**src/rtl/core/strict_four_hex_byte_parser_defines.svh**
```systemverilog
// Assertion macros shared by the parser RTL.
`ifndef STRICT_FOUR_HEX_BYTE_PARSER_DEFINES_SVH
`define STRICT_FOUR_HEX_BYTE_PARSER_DEFINES_SVH

// Same-cycle implication, checked outside reset.
`define SFHBP_ASSERT_IMPL(lbl, clk, rst_n, ante, cons) \
    lbl: assert property (@(posedge clk) disable iff (!(rst_n)) (ante) |-> (cons)) \
        else $error("sfhbp assertion failed");

// Next-cycle implication, checked outside reset.
`define SFHBP_ASSERT_NEXT(lbl, clk, rst_n, ante, cons) \
    lbl: assert property (@(posedge clk) disable iff (!(rst_n)) (ante) |=> (cons)) \
        else $error("sfhbp assertion failed");

`endif

```
**src/rtl/core/sfhbp_pkg.sv**
```systemverilog
// Types, constants and codes of the strict four hex byte parser.
`timescale 1ns / 1ps
package sfhbp_pkg;

    localparam int unsigned CHAR_W   = 8;
    localparam int unsigned NUM_TOK  = 4;
    localparam int unsigned BYTES_W  = CHAR_W * NUM_TOK;

    localparam logic [CHAR_W-1:0] PRINT_LOW  = 8'h20;
    localparam logic [CHAR_W-1:0] PRINT_HIGH = 8'h7E;
    localparam logic [CHAR_W-1:0] BYTE_MASK  = 8'hFF;
    localparam logic [2:0]        TOK_TARGET = 3'd4;

    typedef enum logic [2:0] {
        PH_ZERO = 3'd0,
        PH_X    = 3'd1,
        PH_HI   = 3'd2,
        PH_LO   = 3'd3,
        PH_TAIL = 3'd4
    } t_phase;

    typedef enum logic [1:0] {
        ST_OK     = 2'd0,
        ST_FORMAT = 2'd1,
        ST_RANGE  = 2'd2,
        ST_COUNT  = 2'd3
    } t_status;

    typedef struct packed {
        logic       is_term;
        logic       is_zero_digit;
        logic       is_x;
        logic       is_sep;
        logic       is_tail_ok;
        logic       is_hex;
        logic [3:0] hex_val;
    } t_char_class;

    typedef struct packed {
        t_status            status;
        logic [BYTES_W-1:0] bytes;
    } t_result;

endpackage

```
**src/rtl/core/sfhbp_char_class.sv**
```systemverilog
// Character classifier: terminator, prefix, separator, whitespace and hex digit decode.
`timescale 1ns / 1ps
module sfhbp_char_class (
    input  logic [sfhbp_pkg::CHAR_W-1:0] i_char,
    output sfhbp_pkg::t_char_class       o_class
);

    logic w_digit;
    logic w_lower;
    logic w_upper;
    logic w_space;
    logic w_sep;

    always_comb begin
        w_digit = (i_char >= 8'h30) && (i_char <= 8'h39);
        w_lower = (i_char >= 8'h61) && (i_char <= 8'h66);
        w_upper = (i_char >= 8'h41) && (i_char <= 8'h46);
        w_space = (i_char == 8'h20) || ((i_char >= 8'h09) && (i_char <= 8'h0D));
        w_sep   = (i_char == 8'h2C) || (i_char == 8'h20) || (i_char == 8'h3B);

        o_class.is_term       = (i_char == 8'h00);
        o_class.is_zero_digit = (i_char == 8'h30);
        o_class.is_x          = (i_char == 8'h78) || (i_char == 8'h58);
        o_class.is_sep        = w_sep;
        o_class.is_tail_ok    = w_space || (i_char == 8'h2C) || (i_char == 8'h3B);
        o_class.is_hex        = w_digit || w_lower || w_upper;
        if (w_digit) begin
            o_class.hex_val = i_char[3:0];
        end else if (w_lower || w_upper) begin
            o_class.hex_val = i_char[3:0] + 4'd9;
        end else begin
            o_class.hex_val = 4'd0;
        end
    end

endmodule

```
**src/rtl/core/sfhbp_parse_fsm.sv**
```systemverilog
// Parser state machine: token phases, collected bytes and the fixed verdict.
`timescale 1ns / 1ps
`include "strict_four_hex_byte_parser_defines.svh"
module sfhbp_parse_fsm (
    input  logic                    i_clk,
    input  logic                    i_rst_n,
    input  logic                    i_accept,
    input  sfhbp_pkg::t_char_class  i_class,
    output logic                    o_load,
    output sfhbp_pkg::t_result      o_result
);

    sfhbp_pkg::t_phase                r_phase,   n_phase;
    logic [2:0]                       r_tokens,  n_tokens;
    logic [3:0]                       r_upper,   n_upper;
    logic [sfhbp_pkg::BYTES_W-1:0]    r_bytes,   n_bytes;
    sfhbp_pkg::t_status               r_verdict, n_verdict;
    logic                             r_decided, n_decided;

    logic [sfhbp_pkg::CHAR_W-1:0]     w_value;
    logic                             w_printable;

    always_comb begin
        w_value     = {r_upper, i_class.hex_val};
        w_printable = (w_value >= sfhbp_pkg::PRINT_LOW) && (w_value <= sfhbp_pkg::PRINT_HIGH);
    end

    // next state
    always_comb begin
        n_phase   = r_phase;
        n_tokens  = r_tokens;
        n_upper   = r_upper;
        n_bytes   = r_bytes;
        n_verdict = r_verdict;
        n_decided = r_decided;
        if (i_accept) begin
            if (i_class.is_term) begin
                n_phase   = sfhbp_pkg::PH_ZERO;
                n_tokens  = 3'd0;
                n_upper   = 4'd0;
                n_bytes   = '0;
                n_verdict = sfhbp_pkg::ST_OK;
                n_decided = 1'b0;
            end else if (!r_decided) begin
                case (r_phase)
                    sfhbp_pkg::PH_ZERO: begin
                        if ((r_tokens != 3'd0) && i_class.is_sep) begin
                            n_phase = r_phase;
                        end else if (i_class.is_zero_digit) begin
                            n_phase = sfhbp_pkg::PH_X;
                        end else begin
                            n_verdict = sfhbp_pkg::ST_FORMAT;
                            n_decided = 1'b1;
                        end
                    end
                    sfhbp_pkg::PH_X: begin
                        if (i_class.is_x) begin
                            n_phase = sfhbp_pkg::PH_HI;
                        end else begin
                            n_verdict = sfhbp_pkg::ST_FORMAT;
                            n_decided = 1'b1;
                        end
                    end
                    sfhbp_pkg::PH_HI: begin
                        if (i_class.is_hex) begin
                            n_upper = i_class.hex_val;
                            n_phase = sfhbp_pkg::PH_LO;
                        end else begin
                            n_verdict = sfhbp_pkg::ST_FORMAT;
                            n_decided = 1'b1;
                        end
                    end
                    sfhbp_pkg::PH_LO: begin
                        if (!i_class.is_hex) begin
                            n_verdict = sfhbp_pkg::ST_FORMAT;
                            n_decided = 1'b1;
                        end else if (!w_printable) begin
                            n_verdict = sfhbp_pkg::ST_RANGE;
                            n_decided = 1'b1;
                        end else begin
                            n_bytes[{r_tokens[1:0], 3'b000} +: sfhbp_pkg::CHAR_W] =
                                r_bytes[{r_tokens[1:0], 3'b000} +: sfhbp_pkg::CHAR_W] | w_value;
                            n_tokens = r_tokens + 3'd1;
                            n_phase  = (n_tokens >= sfhbp_pkg::TOK_TARGET) ?
                                       sfhbp_pkg::PH_TAIL : sfhbp_pkg::PH_ZERO;
                        end
                    end
                    sfhbp_pkg::PH_TAIL: begin
                        n_verdict = i_class.is_tail_ok ? sfhbp_pkg::ST_OK : sfhbp_pkg::ST_COUNT;
                        n_decided = 1'b1;
                    end
                    default: begin
                        n_verdict = sfhbp_pkg::ST_FORMAT;
                        n_decided = 1'b1;
                    end
                endcase
            end
        end
    end

    // outputs
    always_comb begin
        o_load = i_accept && i_class.is_term;
        if (r_decided) begin
            o_result.status = r_verdict;
        end else if (r_phase == sfhbp_pkg::PH_ZERO) begin
            o_result.status = sfhbp_pkg::ST_COUNT;
        end else if (r_phase == sfhbp_pkg::PH_TAIL) begin
            o_result.status = sfhbp_pkg::ST_OK;
        end else begin
            o_result.status = sfhbp_pkg::ST_FORMAT;
        end
        o_result.bytes = (o_result.status == sfhbp_pkg::ST_OK) ? r_bytes : '0;
    end

    always_ff @(posedge i_clk) begin
        if (!i_rst_n) begin
            r_phase   <= sfhbp_pkg::PH_ZERO;
            r_tokens  <= 3'd0;
            r_upper   <= 4'd0;
            r_bytes   <= '0;
            r_verdict <= sfhbp_pkg::ST_OK;
            r_decided <= 1'b0;
        end else begin
            r_phase   <= n_phase;
            r_tokens  <= n_tokens;
            r_upper   <= n_upper;
            r_bytes   <= n_bytes;
            r_verdict <= n_verdict;
            r_decided <= n_decided;
        end
    end

    `SFHBP_ASSERT_IMPL(a_tail_has_four, i_clk, i_rst_n, r_phase == sfhbp_pkg::PH_TAIL, r_tokens == sfhbp_pkg::TOK_TARGET)
    `SFHBP_ASSERT_IMPL(a_tokens_bounded, i_clk, i_rst_n, 1'b1, r_tokens <= sfhbp_pkg::TOK_TARGET)
    `SFHBP_ASSERT_NEXT(a_term_restarts, i_clk, i_rst_n, o_load, (r_phase == sfhbp_pkg::PH_ZERO) && !r_decided && (r_tokens == 3'd0))

endmodule

```
**src/rtl/core/sfhbp_out_reg.sv**
```systemverilog
// Result register on the master side of the parser.
`timescale 1ns / 1ps
`include "strict_four_hex_byte_parser_defines.svh"
module sfhbp_out_reg (
    input  logic               i_clk,
    input  logic               i_rst_n,
    input  logic               i_load,
    input  sfhbp_pkg::t_result i_result,
    input  logic               i_ready,
    output logic               o_valid,
    output logic               o_free,
    output sfhbp_pkg::t_result o_result
);

    logic               r_valid, n_valid;
    sfhbp_pkg::t_result r_result, n_result;

    always_comb begin
        o_free   = !r_valid || i_ready;
        n_valid  = i_load ? 1'b1 : (i_ready ? 1'b0 : r_valid);
        n_result = i_load ? i_result : r_result;
        o_valid  = r_valid;
        o_result = r_result;
    end

    always_ff @(posedge i_clk) begin
        if (!i_rst_n) begin
            r_valid <= 1'b0;
        end else begin
            r_valid <= n_valid;
        end
    end

    always_ff @(posedge i_clk) begin
        r_result <= n_result;
    end

    `SFHBP_ASSERT_IMPL(a_bad_status_zero_bytes, i_clk, i_rst_n, r_valid && (r_result.status != sfhbp_pkg::ST_OK), r_result.bytes == '0)

endmodule

```
**src/rtl/core/strict_four_hex_byte_parser.sv**
```systemverilog
// Strict four hex byte parser: one text character per transfer in, one verdict per string out.
//
// Slave channel: one 8-bit character per transfer; the value zero ends the string.
// Master channel: one transfer per string, issued for its terminator. tuser carries the
// status (0 ok, 1 bad prefix or digit, 2 value not printable, 3 too few tokens or extra
// data); tdata carries the four parsed bytes, zero unless the status is ok.
// Characters are taken every cycle unless a result waits on a stalled receiver; a character
// other than the terminator only updates the parser state. The result appears on the master
// side in the cycle after the terminator transfer, held in a single result register.
// Throughput is one character per cycle while no result waits on a stalled receiver.
// While a result waits, slave tready follows master tready: a stalled receiver holds off
// every character, and a result taken in a cycle frees the input in that same cycle.
// Reset clears the parser to expect the first token and empties the result register.
`timescale 1ns / 1ps
module strict_four_hex_byte_parser (
    input  logic        i_clk,
    input  logic        i_rst_n,
    input  logic        i_s_axis_tvalid,
    output logic        o_s_axis_tready,
    input  logic [7:0]  i_s_axis_tdata,   // [7:0] character
    output logic        o_m_axis_tvalid,
    input  logic        i_m_axis_tready,
    output logic [31:0] o_m_axis_tdata,   // [7:0] byte_zero, [15:8] byte_one,
                                          // [23:16] byte_two, [31:24] byte_three
    output logic [1:0]  o_m_axis_tuser    // [1:0] status
);

    sfhbp_pkg::t_char_class w_class;
    sfhbp_pkg::t_result     w_result;
    sfhbp_pkg::t_result     w_out;
    logic                   w_accept;
    logic                   w_load;
    logic                   w_free;

    assign o_s_axis_tready = w_free;
    assign w_accept        = i_s_axis_tvalid && w_free;

    sfhbp_char_class u_class (
        .i_char  (i_s_axis_tdata),
        .o_class (w_class)
    );

    sfhbp_parse_fsm u_fsm (
        .i_clk    (i_clk),
        .i_rst_n  (i_rst_n),
        .i_accept (w_accept),
        .i_class  (w_class),
        .o_load   (w_load),
        .o_result (w_result)
    );

    sfhbp_out_reg u_out (
        .i_clk    (i_clk),
        .i_rst_n  (i_rst_n),
        .i_load   (w_load),
        .i_result (w_result),
        .i_ready  (i_m_axis_tready),
        .o_valid  (o_m_axis_tvalid),
        .o_free   (w_free),
        .o_result (w_out)
    );

    assign o_m_axis_tdata = w_out.bytes;
    assign o_m_axis_tuser = w_out.status;

endmodule

```
**config.mk**
```make
export PLATFORM = sky130hd
export DESIGN_NAME = strict_four_hex_byte_parser
export DESIGN_NICKNAME = d
export VERILOG_FILES = /design/src/rtl/core/sfhbp_pkg.sv /design/src/rtl/core/sfhbp_char_class.sv /design/src/rtl/core/sfhbp_parse_fsm.sv /design/src/rtl/core/sfhbp_out_reg.sv /design/src/rtl/core/strict_four_hex_byte_parser.sv
export VERILOG_INCLUDE_DIRS = /design/src /design/src/rtl/core
export SDC_FILE = /design/constraint.sdc
export NUM_CORES = 1
export LEC_CHECK = 0
export ABC_CLOCK_PERIOD_IN_PS = 3860
export BUFFER_PORTS_ARGS = -buffer_cell sky130_fd_sc_hd__buf_2
export CORE_MARGIN = 8
export CORE_UTILIZATION = 30
export DETAILED_ROUTE_END_ITERATION = 8
export PLACE_DENSITY_LB_ADDON = 0.08
export SYNTH_ARGS = -nofsm -noshare
export SYNTH_HDL_FRONTEND = slang
export SYNTH_SLANG_ARGS = --single-unit
```
**constraint.sdc**
```tcl
create_clock -name i_clk -period 3.86 [get_ports i_clk]
set_input_delay 0.193 -clock i_clk [delete_from_list [all_inputs] [get_ports i_clk]]
set_output_delay 0.193 -clock i_clk [all_outputs]
set_load 0.02 [all_outputs]
```
Word level (Yosys, flattened, before mapping)

Cells that the tools add are included.

Input port bits: 12
Output and inout bits: 36
Word-level logic and storage cells: 132
Bits in registers: 80

Eq/ne operators: 21
Add/subtract/negate cells: 3
Shift operators: 3
Order comparisons: 11
Reductions and logical operators: 33
Multiplexer cells: 51
Bitwise logic cells: 1

Operator list:

| kind                   | count |
|---|---|
| $mux 32                | 5 |
| $mux 3                 | 14 |
| $bwmux 32              | 1 |
| $eq 8x6->1 const B     | 4 |
| $shift 8x7->32 const A | 1 |
| $shiftx 32x6->8        | 1 |
| $shiftx 8x7->32        | 1 |
| $le 8x7->1 const B     | 3 |
| $mux 4                 | 6 |
| $mux 2                 | 11 |
| $ne 3x2->1 const B     | 6 |
| $eq 8x7->1 const B     | 2 |
| $ge 8x6->1 const B     | 2 |
| $ge 8x7->1 const B     | 2 |
| $pmux 3 s4             | 1 |
| $mux 1                 | 11 |
| $logic_or 1x1->1       | 10 |
| $pmux 2 s5             | 1 |
| $reduce_bool 2->1      | 5 |
| $ne 3x1->1 const B     | 3 |
| $reduce_and 9->1       | 1 |
| $ge 8x4->1 const B     | 1 |
| $le 8x4->1 const B     | 1 |
| $le 8x6->1 const B     | 1 |
| other kinds (21)       | 29 |

Depth between registers and ports, before layout

Depth after elaboration: 13
Mapped depth: 10
Mapped depth without buffers: 9

Modules after synthesis

Synthesis repeated with hierarchy kept, for this count alone.

Cell total of the unflattened synthesis: 331
Area total of the unflattened synthesis: 3852.4 um^2

By module, submodules not included:

| module                      | area an instance (um^2) | cells an instance | instances | sequential area each (um^2) |
|---|---|---|---|---|
| sfhbp_parse_fsm             | 2439.8                  | 249               | 1         | 900.9 |
| sfhbp_out_reg               | 1069.8                  | 38                | 1         | 1041.0 |
| sfhbp_char_class            | 336.6                   | 43                | 1         | 0.0 |
| strict_four_hex_byte_parser | 6.3                     | 1                 | 1         | 0.0 |

Worst setup path before layout

OpenSTA, ideal clock, no wires.

Path type: input to register
From: input port i_s_axis_tdata[1]
To: register u_fsm.r_bytes[16] in the netlist's numbering
Data arrival time: 2.428 ns
Data required time: 3.787 ns
Setup time: 0.073 ns
Setup slack: 1.359 ns
Stages on the path: 9
Buffers on the path: 1
Cells stage by stage: inv_1 ha_1 nor3b_1 and2_1 clkbuf_1 nand2_1 inv_1 o21ai_1 o2bb2ai_1

Longest elaborated chain between the ends: 13
Elaborated cells on any way between the ends: 32
Those cells by class: 1 x add/sub; 8 x order compare; 1 x eq/ne; 1 x shift; 8 x mux; 1 x bitwise; 12 x reduce/logical

RTL lines:

| what                                 | RTL line                                       | source |
|---|---|---|
| start, declared                      | strict_four_hex_byte_parser.sv:20              | `input logic [7:0] i_s_axis_tdata,` |
| $ge 8x7->1 (tied with other cells)   | sfhbp_char_class.sv:16                         | `w_lower = (i_char >= 8'h61) && (i_char <= 8'h66);` |
| $logic_and 1x1->1 (on tied branches) | sfhbp_char_class.sv:16, sfhbp_char_class.sv:17 |  |
| $logic_or 1x1->1                     | sfhbp_char_class.sv:29                         | `end else if (w_lower \|\| w_upper) begin` |
| $mux 4                               | sfhbp_char_class.sv:29                         |  |
| $mux 4                               | sfhbp_char_class.sv:27                         | `if (w_digit) begin` |
| $or 8x8->8                           | sfhbp_parse_fsm.sv:82                          | `r_bytes[{r_tokens[1:0], 3'b000} +: sfhbp_pkg::CHAR_W] \| w_value;` |
| $shiftx 8x7->32                      | sfhbp_parse_fsm.sv:81                          | `n_bytes[{r_tokens[1:0], 3'b000} +: sfhbp_pkg::CHAR_W] =` |
| $bwmux 32                            | sfhbp_parse_fsm.sv:81                          |  |
| $mux 32                              | sfhbp_parse_fsm.sv:77                          | `end else if (!w_printable) begin` |
| $mux 32                              | sfhbp_parse_fsm.sv:74                          | `if (!i_class.is_hex) begin` |
| $mux 32                              | sfhbp_parse_fsm.sv:45                          | `case (r_phase)` |
| $mux 32                              | sfhbp_parse_fsm.sv:44                          | `end else if (!r_decided) begin` |
| $mux 32                              | sfhbp_parse_fsm.sv:37                          | `if (i_class.is_term) begin` |
| end signal, assigned                 | sfhbp_parse_fsm.sv:128                         | `r_bytes <= n_bytes;` |
| end, declared                        | sfhbp_parse_fsm.sv:16                          | `logic [sfhbp_pkg::BYTES_W-1:0] r_bytes, n_bytes;` |

Parallel ways exist; a longest one is shown, timed or not. The select of a mux whose other input is x is not followed.
A chain may end at the register's enable or synchronous reset.

Final worst setup path

From: input port i_s_axis_tdata[3]
To: register u_fsm.r_bytes[22] in the netlist's numbering

The elaborated chain is that of the path after synthesis.

==> out/qor.yml <==
run_status:
  outcome: "complete, no violations"
cts:
  cts-root-buf: "clkbuf_16"
  cts_sinks: 80
  hold_buffers: 0
  cts_tree: "done"
  cts_buffers: 9
  postCtsSetupRepairBufs: 0
  ctsHtreeMaxLevel: 3
  clock_path_buffers: 2
  clk_latency_ns: 0.34
  path_clk_slew_ns: 0.06
  cts-resized-gates: 0
synth:
  syn_inst: 347
  ys_types: 61
  synth-edff-count: 34
  ys_seq_elements: 80
  synth_top_flop_cell: "dfxtp_1"
  netlist_area_um2: 3860
  seq_area_frac_synth_pct: 50.4
  yosysWarnings: 0
  syn_nets: 368
  syn_area_per_cell_um2: 11.1
  ys_async_sr_fraction_pct: 0
timing:
  drv_slew: 0
  finalCritPeriodShare_pct: 69.0
  holdWs_ns: 0.250
  relSlewSlack_pct: 36.9
  skew_ns: 0.00595
  final.min_clock_period_ns: 2.66
  setup-violations-final: 0
  setup_tns_ns: 0
  hold_viol_final: 0
  clock.fmax_mhz: 376
  tightest_slew_ns: 0.945
  rsz0062_at_grt: "false"
routing:
  wl_um: 10200
  routedWlPerCell_um: 17.8
  ant_nets: 0
  dr.pass1.iters: 4
  drtIter0Drc: 165
  vias: 2880
  drcViolationCount: 0
  viasPerCell: 5.04
global_route:
  antenna_found_initial: 0
  grt_pass1_vias: 2999
  grt_overflow: 0
  grt_first_pass_wirelength_um: 16500
  grt_max_degree: 33
  grt_usage_pct: 13.0
power:
  leakage_nw: 1.70
  finalPower_mw: 1.80
  ir_drop_mv: 0.153
  clkPwrFrac_pct: 47.1
  seq_power_share_pct: 48.7
  power.density_nw_per_um2: 395
  switchingPower_mw: 0.383
  sw_frac_of_total_pct: 21.2
  p_comb_share_pct: 4.2
  internal_power_mw: 1.42
die:
  die_w_um: 129
  dieArea_um2: 16700
  die_h_um: 129
  ios: 48
  rows: 41
  start_util_pct: 30.7
  core_area_um2: 12600
setup_path:
  cp_max_fo: 12
  startpoint: "i_s_axis_tdata[3]"
  criticalPathCategory: "input port to register"
  endpoint: "u_fsm.r_bytes[22]"
  r2r_slack_ns: 1.62
  critPathLaunchType: "input port"
  critPathRequiredTime_ns: 4.05
  r2r-end: "u_fsm.r_bytes[14]"
  crit_path_end_kind: "register"
  rr_startpoint: "u_fsm.r_tokens[1]"
  reg2reg_depth: 5
  crit_arrival_ns: 2.85
final_layout:
  layout.nets: 415
  area.growth.synth_to_final_pct: 18.5
  diodes: 0
  layout-drive-gt1-share_pct: 21.1
placed_design:
  dp_hpwl_um: 7390
  place_congestion: 0.785
  portBuffers: 47
hold_path:
  worst_hold_path_type: "input port to register"
job:
  maxCapViolCount: 0
==> state kept, by name, summed over array words and instances (netlist names) <==
register and flops:
u_out.o_valid 1, u_fsm.r_upper 4, u_fsm.r_verdict 2, u_out.o_result 34, u_fsm.r_phase 3, u_fsm.r_tokens 3
u_fsm.r_bytes 32, u_fsm.r_decided 1
==> through the flow <==
| stage | area (µm²) | util (%) | setup WS, ns | std cells |
|---|---|---|---|---|
| after global placement | 4270 | 34.0 | 0.813 | 555 |
| after CTS | 4570 | 36.3 | 1.13 | 571 |
| after floorplan | 3860 | - | 1.36 | 347 |
| final | 4570 | 36.3 | 1.20 | 571 |
| after detailed placement | 4270 | 34.0 | 0.809 | 555 |
| after global routing | 4570 | 36.3 | 0.963 | 571 |
==> critical path: stages <==
cell,delay (ns)
buf_2,0.17
or4b_4,0.58
a311oi_4,0.46
o221ai_2,0.24
o2111a_2,0.36
o21ai_1,0.67
o2bb2ai_1,0.16
==> cell type report <==
| class | instances | area [µm²] |
|---|---|---|
| fillers | 1295 | 8000 |
| flip-flops and latches | 80 | 1940 |
| multi-input cells | 246 | 1840 |
| clock buffers | 13 | 250 |
| repair buffers | 49 | 250 |
| well taps | 172 | 215 |
| clock inverters | 3 | 43.8 |
| inverters | 8 | 30.0 |
==> kinds of logic after synthesis <==
family,Yosys count,share of synthesized area [%]
AOI/OAI and AO/OA,91,19.0
adders and majority gates,9,2.92
buffers and inverters,21,2.08
DFF,80,50.4
and+or+nand+nor,128,18.3
xor gates and xnor gates,2,0.454
muxes,16,6.81
==> power groups by stage <==
| stage | Clock [mW] | Sequential, mW | Combinational (mW) |
|---|---|---|---|
| 2_1_floorplan | 0 | 0.897 | 0.0485 |
| 3_3_place_gp | 0 | 0.898 | 0.0761 |
| 3_5_place_dp | 0 | 0.898 | 0.0766 |
| 4_1_cts | 0.872 | 0.879 | 0.0771 |
| 5_1_grt | 0.910 | 0.879 | 0.0843 |
| 6_report | 0.849 | 0.879 | 0.0756 |
==> routing by layer <==
layer / vias to the layer above / global-route usage, % / wire, µm / share of wire, %
met5: - / 0 / 0 / 0
met4: 0 / 4.91 / 162 / 1.6
met3: 14 / 3.04 / 416 / 4.1
met2: 49 / 21.4 / 4890 / 48
met1: 1410 / 16.1 / 4690 / 46
li1: 1407 / - / - / -
==> how the worst min path moves through the flow <==
| stage | start | endpoint | cells after the start |
|---|---|---|---|
| 5_1_grt | i_rst_n | u_fsm.r_upper[1] | 2 |
| 3_5_place_dp | u_fsm.r_verdict[0] | u_fsm.r_verdict[0] | 2 |
| 4_1_cts | i_m_axis_tready | u_out.o_valid | 3 |
| 2_1_floorplan | i_rst_n | u_fsm.r_tokens[2] | 2 |
| 3_3_place_gp | u_fsm.r_verdict[1] | u_fsm.r_verdict[1] | 2 |
| 6_report | i_rst_n | u_fsm.r_verdict[0] | 3 |
==> Yosys cell counts (6+ instances only) <==
library cell,n,area share [%]
nand2_1,17,1.7
nand2b_1,6,0.97
mux4_2,8,4.7
clkbuf_1,10,0.97
nor2_1,29,2.8
a22o_1,9,2.0
ha_1,9,2.9
o21ai_0,13,1.7
a21oi_1,7,0.91
inv_1,8,0.78
dfxtp_1,46,24
and2_1,36,5.8
nor3_1,8,1.0
o2bb2ai_1,26,5.9
edfxtp_1,34,26
mux2i_1,6,1.6
==> cell usage in the layout (no fill, tap or decap), drive strengths merged, types with 7 or more instances in the layout <==
cell type  count
a21oi          7
a22o           9
and2          36
buf           49
clkbuf        13
dfxtp         46
edfxtp        34
ha             9
inv            8
mux4           8
nand2         17
nor2          29
nor3           8
o21ai         15
o2bb2ai       26
Power figures use the tool's default switching activity.
